`src/design/jacobi_linear_solver_macros.svh`:
```
// Assertion macros shared by the solver RTL.
// Depends on a clock named clock and a reset named reset in the using module.
`ifndef JACOBI_LINEAR_SOLVER_MACROS_SVH
`define JACOBI_LINEAR_SOLVER_MACROS_SVH

// antecedent implies consequent in the same cycle
`define JLS_ASSERT_NOW(lbl, ante, cons, msg) \
   lbl: assert property (@(posedge clock) disable iff (reset) (ante) |-> (cons)) else $error(msg);

// antecedent implies consequent in the next cycle
`define JLS_ASSERT_NEXT(lbl, ante, cons, msg) \
   lbl: assert property (@(posedge clock) disable iff (reset) (ante) |=> (cons)) else $error(msg);

`endif

```
`src/design/jls_pkg.sv`:
```
// Package for the Jacobi solver: sizes, codes, payload and control types.
// No dependencies.
package jls_pkg;

   localparam int MAX_ORDER = 64;
   localparam int IDX_W = $clog2(MAX_ORDER);
   localparam int ORDER_W = IDX_W + 1;
   localparam int FRACTION_BITS = 16;
   localparam int DATA_W = 32;
   localparam int ACC_W = 2 * DATA_W;
   localparam int ITER_W = 16;
   localparam int CSR_ADDR_W = 3;

   localparam logic [1:0] OP_LOAD_MATRIX = 2'd0;
   localparam logic [1:0] OP_LOAD_RHS = 2'd1;
   localparam logic [1:0] OP_START = 2'd2;

   localparam logic CSR_ITER_LIMIT = 1'b0;
   localparam logic CSR_ORDER = 1'b1;

   typedef struct packed {
      logic [1:0] operation;
      logic [IDX_W-1:0] row_index;
      logic [IDX_W-1:0] column_index;
      logic signed [DATA_W-1:0] entry_value;
   } req_payload_type;

   typedef struct packed {
      logic [IDX_W-1:0] unknown_index;
      logic signed [DATA_W-1:0] solution_value;
      logic last_entry;
      logic zero_diagonal_error;
   } rsp_payload_type;

   typedef struct packed {
      logic load;
      logic mul;
      logic sub;
   } mac_ctrl_type;

   typedef enum logic [3:0] {
      S_IDLE,
      S_DIAG,
      S_DIAG_CHK,
      S_ROW_BEGIN,
      S_ROW_LOAD,
      S_TERM_RD,
      S_TERM_MUL,
      S_TERM_ACC,
      S_DIV_RD,
      S_DIV_GO,
      S_DIV_WAIT,
      S_EMIT_RD,
      S_EMIT_OUT
   } state_type;

endpackage

```
`src/design/jls_mac.sv`:
```
// Shared multiply and saturating 64-bit accumulate unit.
// Depends on jls_pkg.
module jls_mac
   import jls_pkg::*;
(
   input  logic clock,
   input  logic reset,
   input  mac_ctrl_type ctrl,
   input  logic signed [ACC_W-1:0] load_value,
   input  logic signed [DATA_W-1:0] mul_a,
   input  logic signed [DATA_W-1:0] mul_b,
   output logic signed [ACC_W-1:0] acc
);

   logic signed [ACC_W-1:0] prod_ff, prod_in;
   logic signed [ACC_W-1:0] acc_ff, acc_in;
   logic [ACC_W:0] diff;

   always_comb begin
      diff = {acc_ff[ACC_W-1], acc_ff} - {prod_ff[ACC_W-1], prod_ff};
      prod_in = prod_ff;
      acc_in = acc_ff;
      if (ctrl.mul) begin
         prod_in = mul_a * mul_b;
      end
      if (ctrl.load) begin
         acc_in = load_value;
      end else if (ctrl.sub) begin
         if (diff[ACC_W] != diff[ACC_W-1]) begin
            acc_in = diff[ACC_W] ? {1'b1, {(ACC_W-1){1'b0}}} : {1'b0, {(ACC_W-1){1'b1}}};
         end else begin
            acc_in = diff[ACC_W-1:0];
         end
      end
   end

   always_ff @(posedge clock) begin
      prod_ff <= prod_in;
      if (reset) begin
         acc_ff <= '0;
      end else begin
         acc_ff <= acc_in;
      end
   end

   assign acc = acc_ff;

endmodule

```
`config.mk`:
```
export PLATFORM = sky130hd
export DESIGN_NAME = jls_mac
export DESIGN_NICKNAME = d
export VERILOG_FILES = /design/src/design/jacobi_linear_solver_macros.svh /design/src/design/jls_pkg.sv /design/src/design/jls_mac.sv
export SDC_FILE = /design/constraint.sdc
export NUM_CORES = 2
export LEC_CHECK = 0
export BUFFER_PORTS_ARGS = -buffer_cell sky130_fd_sc_hd__buf_2
export CORE_MARGIN = 1.5
export CORE_UTILIZATION = 50
export DETAILED_ROUTE_END_ITERATION = 8
export GPL_TIMING_DRIVEN = 0
export PLACE_DENSITY = 0.67
export SKIP_CTS_REPAIR_TIMING = 1
export SLEW_MARGIN = 10
export SYNTH_ARGS = -nofsm -noshare
export SYNTH_HDL_FRONTEND = slang
export SYNTH_SLANG_ARGS = --single-unit
```
`constraint.sdc`:
```
create_clock -name clock -period 20.4 [get_ports clock]
set_input_delay 3.06 -clock clock [delete_from_list [all_inputs] [get_ports clock]]
set_output_delay 3.06 -clock clock [all_outputs]
set_load 0.01 [all_outputs]
```
==> impl_summary.txt <==
----------------------------------------------------
[GRT]
  Initial antenna violation count ... 13
  Remaining Overflow, GRT ... 0
  Global routing usage summed across all routing layers ... 33.6%
  Pin count of the biggest net entering global routing ... 65
  Wire length of the first global-routing pass ... 225 mm
  Number of global-route vias before repair ... 36900

[Synthesis]
  Share of the synthesized area in the top cell type ... 48.3%
  Post-Syn Area per Cell ... 8.99 sq um
  Sequential fraction of the synthesis area ... 7.14%
  Main synth FF type ... sky130_fd_sc_hd__edfxtp_1
  Leading cell types by count after synthesis ... sky130_fd_sc_hd__inv_1 (1106), sky130_fd_sc_hd__fa_1 (1083), sky130_fd_sc_hd__nand2_1 (586)
  Fraction of synthesis flops using an asynchronous set or reset pin ... 0%
  Top cell type by total area after synthesis ... sky130_fd_sc_hd__fa_1
  Dominant cell by count in the synthesized netlist ... sky130_fd_sc_hd__inv_1
  Most area-consuming cells after synthesis ... sky130_fd_sc_hd__fa_1 (48%), sky130_fd_sc_hd__inv_1 (9.3%), sky130_fd_sc_hd__ha_1 (6.9%)
  Netlist Area Pre-Place ... 0.0449 sq mm
  Count of flip-flops with a built-in enable after synthesis ... 64
  Post-Synthesis Net Count ... 6453
  Post-synthesis instance total ... 4989
  Register bit total from synthesis ... 128
  Synth unique cells ... 69
  Number of synthesis warnings ... 0

[STA]
  Min Hold Slack ... 0.668 ns
  Final total negative setup slack ... 0 ns
  Slew at the pin closest to its max-slew limit ... 1.23 ns
  Final-report setup violation count ... 0
  Number of max-slew violations in the final report ... 0
  Clock tree skew after final layout ... 0.0102 ns
  Number of endpoints with negative hold slack in the final report ... 0
  Max Freq ... 83.3 MHz
  Final setup margin ... 8.40 ns
  Remaining max-slew budget at the tightest pin ... 18.0%
  Part of the cycle the worst path needs ... 58.8%
  Min Clock Period, post-route ... 12.00 ns
  RSZ-0062 raised after global routing ... no

[Detailed routing]
  Met3 wire length ... 12.6 mm
  Average routed wire per standard cell ... 23.5 um
  Met2 wire length ... 71.0 mm
  Drt pass-1 iters ... 8
  Antenna Violating Nets Remaining ... 0
  Remaining routing DRC violations ... 16
  Total length of routed wires ... 150 mm
  Sum of routed wire segments on met1 ... 57.7 mm
  Max Used Layer ... met5
  Via density per instance ... 5.60
  DR iter-0 viols ... 3219
  Overall via count from detail_route ... 35800

[Floorplanning]
  Initial core utilization ... 50.6%
  Number of rows created at floorplan ... 109
  Die footprint ... 0.0915 sq mm
  Ports placed on the boundary ... 197
  Overall die height ... 303 um
  Die outline width ... 303 um
  Placeable core region ... 0.0886 sq mm

[Place]
  Gp weighted congestion ... 1.01
  DP HPWL ... 131 mm
  Placed Cells ... 6349
  Worst-case setup slack after placement ... 8.03 ns
  Port Buffer Count ... 195

[Clocking]
  Maximum root-to-sink buffer count ... 2
  # clock sinks ... 128
  Clock root buffer ... sky130_fd_sc_hd__clkbuf_16
  Clock tree from TritonCTS ... done
  Reg clk slew, reported paths ... 0.06 ns
  Level count of the clock H-tree ... 4
  Clk Latency, worst-skew pair ... 0.44 ns
  TritonCTS Buffers ... 17

[Critical path]
  Largest fanout of any net on the critical path ... 10
  Startpoint types ... input pin
  Sort of element at the end of the critical path ... flip-flop
  Arr. time, crit path ... 12.18 ns
  Data required, critical path ... 20.58 ns
  CP Class ... in -> reg

[Worst hold path]
  Class of the tightest hold or removal check ... reg -> reg

[Finish]
  Area used by multi-input combinational logic ... 0.0365 sq mm
  Share of layout cells above drive strength 1 ... 4.89%
  Filler cells ... 8381
  Number of nets in the final layout ... 6667
  Layout-stage area growth over the synthesis result ... 6.96%
  Sequential standard cell area ... 0.00320 sq mm
  Number of non-filler instances in the completed layout ... 6391

[Outcome]
  Outcome ... finished, violations left
  Violations in the final reports ... design-rule violations

[Job]
  Max-cap viol count ... 0

----------------------------------------------------
-- layer usage --
layer / global-route usage [%] / vias to the layer above
met5: 0 / -
met3: 6.28 / 404
met4: 16.9 / 4
met2: 54.6 / 1702
met1: 43.3 / 18300
li1: - / 15300
-- cell usage in the layout (no fill, tap or decap), types with 5 or more instances in the layout --
cell                        Yosys  routed
sky130_fd_sc_hd__a211o_1        6       6
sky130_fd_sc_hd__a211oi_1      16      16
sky130_fd_sc_hd__a21boi_0       5       5
sky130_fd_sc_hd__a21o_1        53      53
sky130_fd_sc_hd__a21oi_1      261     261
sky130_fd_sc_hd__a221oi_1       9       9
sky130_fd_sc_hd__a31oi_1       23      23
sky130_fd_sc_hd__and2_1       493     493
sky130_fd_sc_hd__and3_1        13      13
sky130_fd_sc_hd__buf_1          9       9
sky130_fd_sc_hd__buf_2         18     212
sky130_fd_sc_hd__bufinv_16      0       6
sky130_fd_sc_hd__clkbuf_1     231     235
sky130_fd_sc_hd__clkbuf_16      0      17
sky130_fd_sc_hd__dfxtp_1       64      64
sky130_fd_sc_hd__diode_2        0      10
sky130_fd_sc_hd__edfxtp_1      64      64
sky130_fd_sc_hd__fa_1        1083    1083
sky130_fd_sc_hd__ha_1         248     248
sky130_fd_sc_hd__inv_1       1106    1106
sky130_fd_sc_hd__nand2_1      586     586
sky130_fd_sc_hd__nand2b_1      24      24
sky130_fd_sc_hd__nand3_1       23      23
sky130_fd_sc_hd__nand4_1       16      16
sky130_fd_sc_hd__nor2_1       208     208
sky130_fd_sc_hd__nor2b_1       18      18
sky130_fd_sc_hd__nor3_1        80      80
sky130_fd_sc_hd__o2111ai_1      5       5
sky130_fd_sc_hd__o211ai_1       7       7
sky130_fd_sc_hd__o21a_1        20      20
sky130_fd_sc_hd__o21ai_0       70      70
sky130_fd_sc_hd__o21bai_1      26      26
sky130_fd_sc_hd__o31a_1         6       6
sky130_fd_sc_hd__o31ai_1        9       9
sky130_fd_sc_hd__or3_1          9       9
sky130_fd_sc_hd__xnor2_1       83      83
sky130_fd_sc_hd__xor2_1        41      41
-- per-stage QoR --
stage	instance area, sq um	utilization [%]
after global routing	48000	54.1
final	48000	54.1
after global placement	47300	53.4
after CTS	48000	54.1
after floorplan	44900	-
after detailed placement	47300	53.4
-- flip-flops by register name, indices dropped and copies added, names as in the netlist --
name     cells
acc         64
prod_ff     64
-- worst paths after layout --
| path | from | endpoint | slack [ns] | cells past startpoint |
|---|---|---|---|---|
| worst max-delay path | mul_b[5] | prod_ff[63]$_DFFE_PP_ | 8.40 | 27 |
| worst min-delay path | acc[14]$_SDFFE_PP0P_ | acc[14]$_SDFFE_PP0P_ | 0.67 | 4 |
| worst max register to register | acc[0]$_SDFFE_PP0P_ | acc[7]$_SDFFE_PP0P_ | 15.53 | 15 |
| worst min register to register | acc[14]$_SDFFE_PP0P_ | acc[14]$_SDFFE_PP0P_ | 0.67 | 4 |
-- cells by family (layout without fill, tap and decap cells) --
family	Yosys count	after routing	share of synthesized area (%)
mux	2	2	0.0446
flops	128	128	7.14
fa+ha+maj	1331	1331	55.2
buf+inv	1367	1594	11.5
simple gates	1490	1490	16.1
compound gates	547	547	7.51
xor+xnor	124	124	2.42
other cells	0	10	0
-- critical path: stages --
cell and delay (ns):
sky130_fd_sc_hd__buf_2 0.18, sky130_fd_sc_hd__clkbuf_1 0.65, sky130_fd_sc_hd__nand2_1 0.28, sky130_fd_sc_hd__inv_1 0.16, sky130_fd_sc_hd__fa_1 0.50, sky130_fd_sc_hd__inv_1 0.18
sky130_fd_sc_hd__fa_1 0.42, sky130_fd_sc_hd__inv_1 0.23, sky130_fd_sc_hd__fa_1 0.51, sky130_fd_sc_hd__fa_1 0.96, sky130_fd_sc_hd__inv_1 0.44, sky130_fd_sc_hd__fa_1 0.59
sky130_fd_sc_hd__inv_1 0.06, sky130_fd_sc_hd__fa_1 0.56, sky130_fd_sc_hd__fa_1 0.48, sky130_fd_sc_hd__fa_1 0.48, sky130_fd_sc_hd__ha_1 0.28, sky130_fd_sc_hd__clkbuf_1 0.27
sky130_fd_sc_hd__a21oi_1 0.11, sky130_fd_sc_hd__o21bai_1 0.21, sky130_fd_sc_hd__a21oi_1 0.14, sky130_fd_sc_hd__nor3b_1 0.17, sky130_fd_sc_hd__a221oi_1 0.54, sky130_fd_sc_hd__a21oi_1 0.22
sky130_fd_sc_hd__o21ai_0 0.21, sky130_fd_sc_hd__a21oi_1 0.10, sky130_fd_sc_hd__xnor2_1 0.15
-- layout make-up --
type / count / area share, %
Tap cell: 1165 / 3.04
Antenna cell: 10 / 0.0522
Sequential cell: 128 / 6.68
Clock buffer: 22 / 0.947
Clock inverter: 10 / 0.430
Inverter: 1106 / 8.65
Multi-Input combinational cell: 3494 / 76.0
Timing Repair Buffer: 195 / 2.04
Buffer: 261 / 2.12
Power is left out: the tool's default activity adds up to more than one toggle a clock period on the data nets, which glitch-free logic cannot reach.
