## src/design/jacobi_linear_solver_macros.svh

```systemverilog
// Assertion macros shared by the solver RTL.
// Depends on a clock named clock and a reset named reset in the using module.
`ifndef JACOBI_LINEAR_SOLVER_MACROS_SVH
`define JACOBI_LINEAR_SOLVER_MACROS_SVH

// antecedent implies consequent in the same cycle
`define JLS_ASSERT_NOW(lbl, ante, cons, msg) \
   lbl: assert property (@(posedge clock) disable iff (reset) (ante) |-> (cons)) else $error(msg);

// antecedent implies consequent in the next cycle
`define JLS_ASSERT_NEXT(lbl, ante, cons, msg) \
   lbl: assert property (@(posedge clock) disable iff (reset) (ante) |=> (cons)) else $error(msg);

`endif

```

## src/design/jls_pkg.sv

```systemverilog
// Package for the Jacobi solver: sizes, codes, payload and control types.
// No dependencies.
package jls_pkg;

   localparam int MAX_ORDER = 64;
   localparam int IDX_W = $clog2(MAX_ORDER);
   localparam int ORDER_W = IDX_W + 1;
   localparam int FRACTION_BITS = 16;
   localparam int DATA_W = 32;
   localparam int ACC_W = 2 * DATA_W;
   localparam int ITER_W = 16;
   localparam int CSR_ADDR_W = 3;

   localparam logic [1:0] OP_LOAD_MATRIX = 2'd0;
   localparam logic [1:0] OP_LOAD_RHS = 2'd1;
   localparam logic [1:0] OP_START = 2'd2;

   localparam logic CSR_ITER_LIMIT = 1'b0;
   localparam logic CSR_ORDER = 1'b1;

   typedef struct packed {
      logic [1:0] operation;
      logic [IDX_W-1:0] row_index;
      logic [IDX_W-1:0] column_index;
      logic signed [DATA_W-1:0] entry_value;
   } req_payload_type;

   typedef struct packed {
      logic [IDX_W-1:0] unknown_index;
      logic signed [DATA_W-1:0] solution_value;
      logic last_entry;
      logic zero_diagonal_error;
   } rsp_payload_type;

   typedef struct packed {
      logic load;
      logic mul;
      logic sub;
   } mac_ctrl_type;

   typedef enum logic [3:0] {
      S_IDLE,
      S_DIAG,
      S_DIAG_CHK,
      S_ROW_BEGIN,
      S_ROW_LOAD,
      S_TERM_RD,
      S_TERM_MUL,
      S_TERM_ACC,
      S_DIV_RD,
      S_DIV_GO,
      S_DIV_WAIT,
      S_EMIT_RD,
      S_EMIT_OUT
   } state_type;

endpackage

```

## src/design/jls_div.sv

```systemverilog
// Bit-serial signed divider: 64-bit numerator by 32-bit denominator,
// truncating quotient saturated to 32 bits. Depends on jls_pkg.
module jls_div
   import jls_pkg::*;
(
   input  logic clock,
   input  logic reset,
   input  logic start,
   input  logic signed [ACC_W-1:0] numer,
   input  logic signed [DATA_W-1:0] denom,
   output logic done,
   output logic signed [DATA_W-1:0] quotient
);

   localparam int CNT_W = $clog2(ACC_W);

   logic busy_ff, busy_in;
   logic fin_ff, fin_in;
   logic done_ff, done_in;
   logic [CNT_W-1:0] cnt_ff, cnt_in;
   logic neg_ff, neg_in;
   logic [ACC_W-1:0] quo_ff, quo_in;
   logic [DATA_W-1:0] rem_ff, rem_in;
   logic [DATA_W-1:0] den_ff, den_in;
   logic [DATA_W-1:0] res_ff, res_in;
   logic [DATA_W:0] rem_sh;
   logic [DATA_W:0] rem_dif;
   logic ge;
   logic big;

   always_comb begin
      rem_sh = {rem_ff, quo_ff[ACC_W-1]};
      rem_dif = rem_sh - {1'b0, den_ff};
      ge = rem_sh >= {1'b0, den_ff};
      big = |quo_ff[ACC_W-1:DATA_W-1];
      busy_in = busy_ff;
      fin_in = 1'b0;
      done_in = 1'b0;
      cnt_in = cnt_ff;
      neg_in = neg_ff;
      quo_in = quo_ff;
      rem_in = rem_ff;
      den_in = den_ff;
      res_in = res_ff;
      if (start) begin
         busy_in = 1'b1;
         cnt_in = '0;
         neg_in = numer[ACC_W-1] ^ denom[DATA_W-1];
         quo_in = numer[ACC_W-1] ? (~numer + 1'b1) : numer;
         den_in = denom[DATA_W-1] ? (~denom + 1'b1) : denom;
         rem_in = '0;
      end else if (busy_ff) begin
         rem_in = ge ? rem_dif[DATA_W-1:0] : rem_sh[DATA_W-1:0];
         quo_in = {quo_ff[ACC_W-2:0], ge};
         cnt_in = cnt_ff + 1'b1;
         if (cnt_ff == CNT_W'(ACC_W - 1)) begin
            busy_in = 1'b0;
            fin_in = 1'b1;
         end
      end else if (fin_ff) begin
         done_in = 1'b1;
         if (neg_ff) begin
            res_in = big ? {1'b1, {(DATA_W-1){1'b0}}} : (~quo_ff[DATA_W-1:0] + 1'b1);
         end else begin
            res_in = big ? {1'b0, {(DATA_W-1){1'b1}}} : quo_ff[DATA_W-1:0];
         end
      end
   end

   always_ff @(posedge clock) begin
      cnt_ff <= cnt_in;
      neg_ff <= neg_in;
      quo_ff <= quo_in;
      rem_ff <= rem_in;
      den_ff <= den_in;
      res_ff <= res_in;
      if (reset) begin
         busy_ff <= 1'b0;
         fin_ff <= 1'b0;
         done_ff <= 1'b0;
      end else begin
         busy_ff <= busy_in;
         fin_ff <= fin_in;
         done_ff <= done_in;
      end
   end

   assign done = done_ff;
   assign quotient = res_ff;

endmodule

```

## config.mk

```make
export PLATFORM = sky130hd
export DESIGN_NAME = jls_div
export DESIGN_NICKNAME = d
export VERILOG_FILES = /design/src/design/jacobi_linear_solver_macros.svh /design/src/design/jls_pkg.sv /design/src/design/jls_div.sv
export SDC_FILE = /design/constraint.sdc
export NUM_CORES = 1
export LEC_CHECK = 0
export ABC_AREA = 1
export BUFFER_PORTS_ARGS = -buffer_cell sky130_fd_sc_hd__buf_2
export CELL_PAD_IN_SITES_DETAIL_PLACEMENT = 2
export CELL_PAD_IN_SITES_GLOBAL_PLACEMENT = 2
export CORE_UTILIZATION = 35
export CTS_BUF_LIST = sky130_fd_sc_hd__clkbuf_16
export CTS_CLUSTER_SIZE = 30
export DETAILED_ROUTE_END_ITERATION = 12
export PLACE_DENSITY_LB_ADDON = 0.1
export RECOVER_POWER = 100
export SETUP_SLACK_MARGIN = 0.2
export SLEW_MARGIN = 20
export SYNTH_ARGS = -nofsm -noshare
export SYNTH_HDL_FRONTEND = slang
export SYNTH_SLANG_ARGS = --single-unit
export TNS_END_PERCENT = 1
```

## constraint.sdc

```tcl
create_clock -name clock -period 14.9 [get_ports clock]
set_input_delay 3.725 -clock clock [delete_from_list [all_inputs] [get_ports clock]]
set_output_delay 3.725 -clock clock [all_outputs]
set_load 0.005 [all_outputs]
```

==> summary.md <==
| Metric | Value |
|---|---|
| Synth Cell Area | `13400 µm²` |
| Routed Antenna Nets | `0` |
| Post-Synth Simple-Gate Area | `0.368` |
| DRT Pass-1 Iters | `5` |
| DIE AREA | `39100 µm²` |
| Syn. warnings | `0` |
| CP max FO | `69` |
| Final setup viols | `0` |
| DR vias/cell | `~5.2` |
| Routed WL per cell | `20.8 µm` |
| Skew final | `0.0170 ns` |
| Type of origin of the critical path | `input pin` |
| Via count | `13872` |
| Worst-Skew Late Latency | `0.46 ns` |
| Syn nets | `2155` |
| Power Dens Cells | `roughly 85 nW/µm²` |
| Setup_tns | `0 ns` |
| Vias in the first global route | `around 15000` |
| Final Max Slew Viols | `300` |
| # IOs | `132` |
| Top cell by count, worst path | `clkbuf_1` |
| Drt initial violations | `about 560` |
| Post-synth EDFFs | `129` |
| Grt ovf | `0` |
| Static Leak | `around 7 nW` |
| Root buffer cell | `clkbuf_16` |
| Slowest-stage cell, CP | `clkinvlp_2` |
| IO Port Bufs | `131` |
| WP buf/inv | `4` |
| Outcome | `finished with violations` |
| Clk sinks | `170` |
| Largest net degree at the start of global routing | `84` |
| Drc violations | `0` |
| Setup CP Type | `in2reg` |
| Compound-gate portion of the synthesized area | `0.0798` |
| Slew at the pin with the worst max-slew slack | `2.83 ns` |
| Dominant cell type by area after synthesis | `edfxtp_1` |
| Overall power | `1.29 mW` |
| Global-route wire length before repair | `85300 µm` |
| Post-Synth Adder-Cell Area | `0.0350` |
| Gpl congestion | `0.934` |
| Area of the multi-input gates | `between 7000 and 8000 µm²` |
| Largest family of logic cells by synthesized area | `simple AND/OR/NAND/NOR gates` |
| Final hold vios | `0` |
| Sequential fraction of the synthesis area | `0.350` |
| RSZ-0062 raised after global routing | `no` |
| Layout fillers | `4666` |
| Clock-pin transition on the worst setup and hold timing paths | `0.07 ns` |
| Synth Flop Type | `edfxtp_1` |
| XOR/XNOR share of the synthesized area | `0.0633` |
| R2r setup slk | `10.72 ns` |
| HP Class | `reg2reg` |
| Post-synthesis mux area share | `0` |
| Post-CTS setup buffers | `0` |
| Worst path cell trace | `clkbuf_1, clkinvlp_2, nand2_1, inv_1, clkbuf_1, nand3_1, o21ai_0` |
| Hold_buf cts | `0` |
| Crit path arrival time | `10.19 ns` |
| FP Rows | `71` |
| Final wirelength | `~55000 µm` |
| Cells after Synth | `slightly above 2000` |
| Top cells by area, synth | `edfxtp_1, nand2_1, inv_1` |
| CTS tree | `done` |
| Die Y | `198 µm` |
| Max-cap violation count | `6` |
| Core region area | `around 38000 µm²` |
| Share of the synthesized area in the top cell type | `0.289` |
| H-tree depth | `4` |
| F_max | `101 MHz` |
| Initial Util | `0.356` |
| Failing checks | `max-capacitance violations, max-slew violations` |
| Synth-to-layout area growth | `12.3%` |
| Initial antenna violation count | `1` |
| Slowest stage delay, CP | `between 2 and 3 ns` |
| Hold slack | `0.485 ns` |
| TritonCTS buffer count | `17` |
| FF+latch area | `4690 µm²` |
| Unique masters post-synth | `between 40 and 50` |
| Asr flop ratio synth | `0` |
| Total track usage | `0.287` |
| VDD IR max | `roughly 85 µV` |
| Layout cells sized above 1 | `0.0758` |
| Clock Tree Buf Depth | `2` |
| Final HPWL DP | `43900 µm` |
| Count of nets after finishing | `2260` |
| Period utilization | `0.663` |
| CP endpoint kind | `register` |
| Fin crit period | `9.88 ns` |
| Crit path required time | `15.21 ns` |
| Top Family by Delay on Critical Path | `buffers and inverters` |
| Syn Area/Cell | `6.65 µm²` |
| Chip width | `198 µm` |
| Post-CTS sizing | `0` |
| Synthesis-stage register bit count | `170` |
| Worst relative slew slack | `-0.886` |
## layout make-up
type	instances	share of cell area
sequential	170	0.311
inverter	306	0.0764
timing repair buffer	139	0.0441
clock inverter	15	0.0107
multi-input combinational	1490	0.486
tap	511	0.0424
clock buffer	17	0.0282
antenna	2	0.000332
## metrics by stage
step | area (µm²) | cells | setup slack (ns) | util
CTS | 15100 | 2648 | 9.28 | 0.402
floorplan | 13400 | 2019 | 7.18 | -
detailed placement | 14500 | 2616 | 8.88 | 0.386
global route | 15100 | 2650 | 4.46 | 0.400
finish | 15100 | 2650 | 5.02 | 0.400
global placement | 14500 | 2616 | 8.95 | 0.386
## synth_stat cells, types with 6 or more instances
master and instances:
nor2_1 246, nand4_1 36, clkbuf_1 30, xnor2_1 33, nand2_1 600, o31ai_1 26, nand3b_1 19, ha_1 36
buf_1 6, nand3_1 197, nand2_2 6, inv_1 303, edfxtp_1 129, a31oi_1 9, o21ai_1 19, nor2_2 10
nor4_1 7, o21ai_0 103, a21oi_1 31, nor3_1 24, dfxtp_1 41, xor2_1 64, buf_2 11
## path summary, 6_finish.rpt
path | startpoint | end | cells after the start
worst max-delay path | start | rem_ff[10]$_SDFFE_PP0P_ | 7
worst min-delay path | rem_ff[20]$_SDFFE_PP0P_ | rem_ff[20]$_SDFFE_PP0P_ | 2
worst max register to register | busy_ff$_SDFF_PP0_ | quotient[12]$_DFFE_PP_ | 4
worst min register to register | rem_ff[20]$_SDFFE_PP0P_ | rem_ff[20]$_SDFFE_PP0P_ | 2
## layout by cell type (no fill, tap or decap), types with 2 or more instances in the layout
master	synthesis	routed
edfxtp_1	129	129
clkbuf_1	30	37
xnor2_1	33	33
xor2_1	64	64
bufinv_16	0	2
and2_1	3	3
nor3_1	24	24
o31ai_1	26	26
nand3_2	3	3
nand3_1	197	197
clkbuf_16	0	17
or2_2	3	3
nor2_4	2	2
inv_1	303	302
a21oi_1	31	31
diode_2	0	2
nor3b_1	2	2
nor2_1	246	248
nand4_1	36	36
o21bai_1	2	2
buf_2	11	96
inv_2	2	2
ha_1	36	36
buf_4	3	4
clkinv_1	1	3
inv_8	0	2
clkinvlp_2	0	2
o21ai_0	103	121
clkinvlp_4	0	2
nor4_1	7	7
dfxtp_1	41	41
nand3b_1	19	19
nor2_2	10	8
nand2_2	6	6
inv_6	0	5
a31oi_1	9	9
nand2_1	600	600
## cells by family (layout without fill, tap and decap cells)
kind of cell / after synthesis / count (layout)
compound gates: 194 / 194
xor+xnor: 97 / 97
fa+ha+maj: 37 / 37
buf+inv: 359 / 477
flops: 170 / 170
other cells: 0 / 2
simple gates: 1162 / 1162
## routing by layer
layer | track usage | routed length, µm | vias up
li1 | - | - | 6689
met1 | 0.341 | 23600 | 6893
met2 | 0.538 | 28700 | 224
met3 | 0.0235 | 1320 | 66
met4 | 0.0968 | 1470 | 0
met5 | 0 | 0 | -
## power breakdown
part / leakage (nW) / internal, mW / total, mW / switching, mW
sequential: 1.60 / 0.550 / 0.576 / 0.0256
combinational: 5.01 / 0.0708 / 0.237 / 0.166
clock: 0.285 / 0.251 / 0.475 / 0.224
total: 6.90 / 0.872 / 1.29 / 0.416
## worst register-to-register path: cells and delay by family, from the launching register on
kind                   cells  cell delay (ns)
AND/OR/NAND/NOR            2             2.22
buffers and inverters      2             1.12
flip-flops                 1             0.38
## registers in the layout (all words and copies together), names as in the netlist
register	count
quotient	32
cnt_ff	6
fin_ff	1
done	1
busy_ff	1
rem_ff	32
quo_ff	64
neg_ff	1
den_ff	32
(Power assumes the default switching activity.)
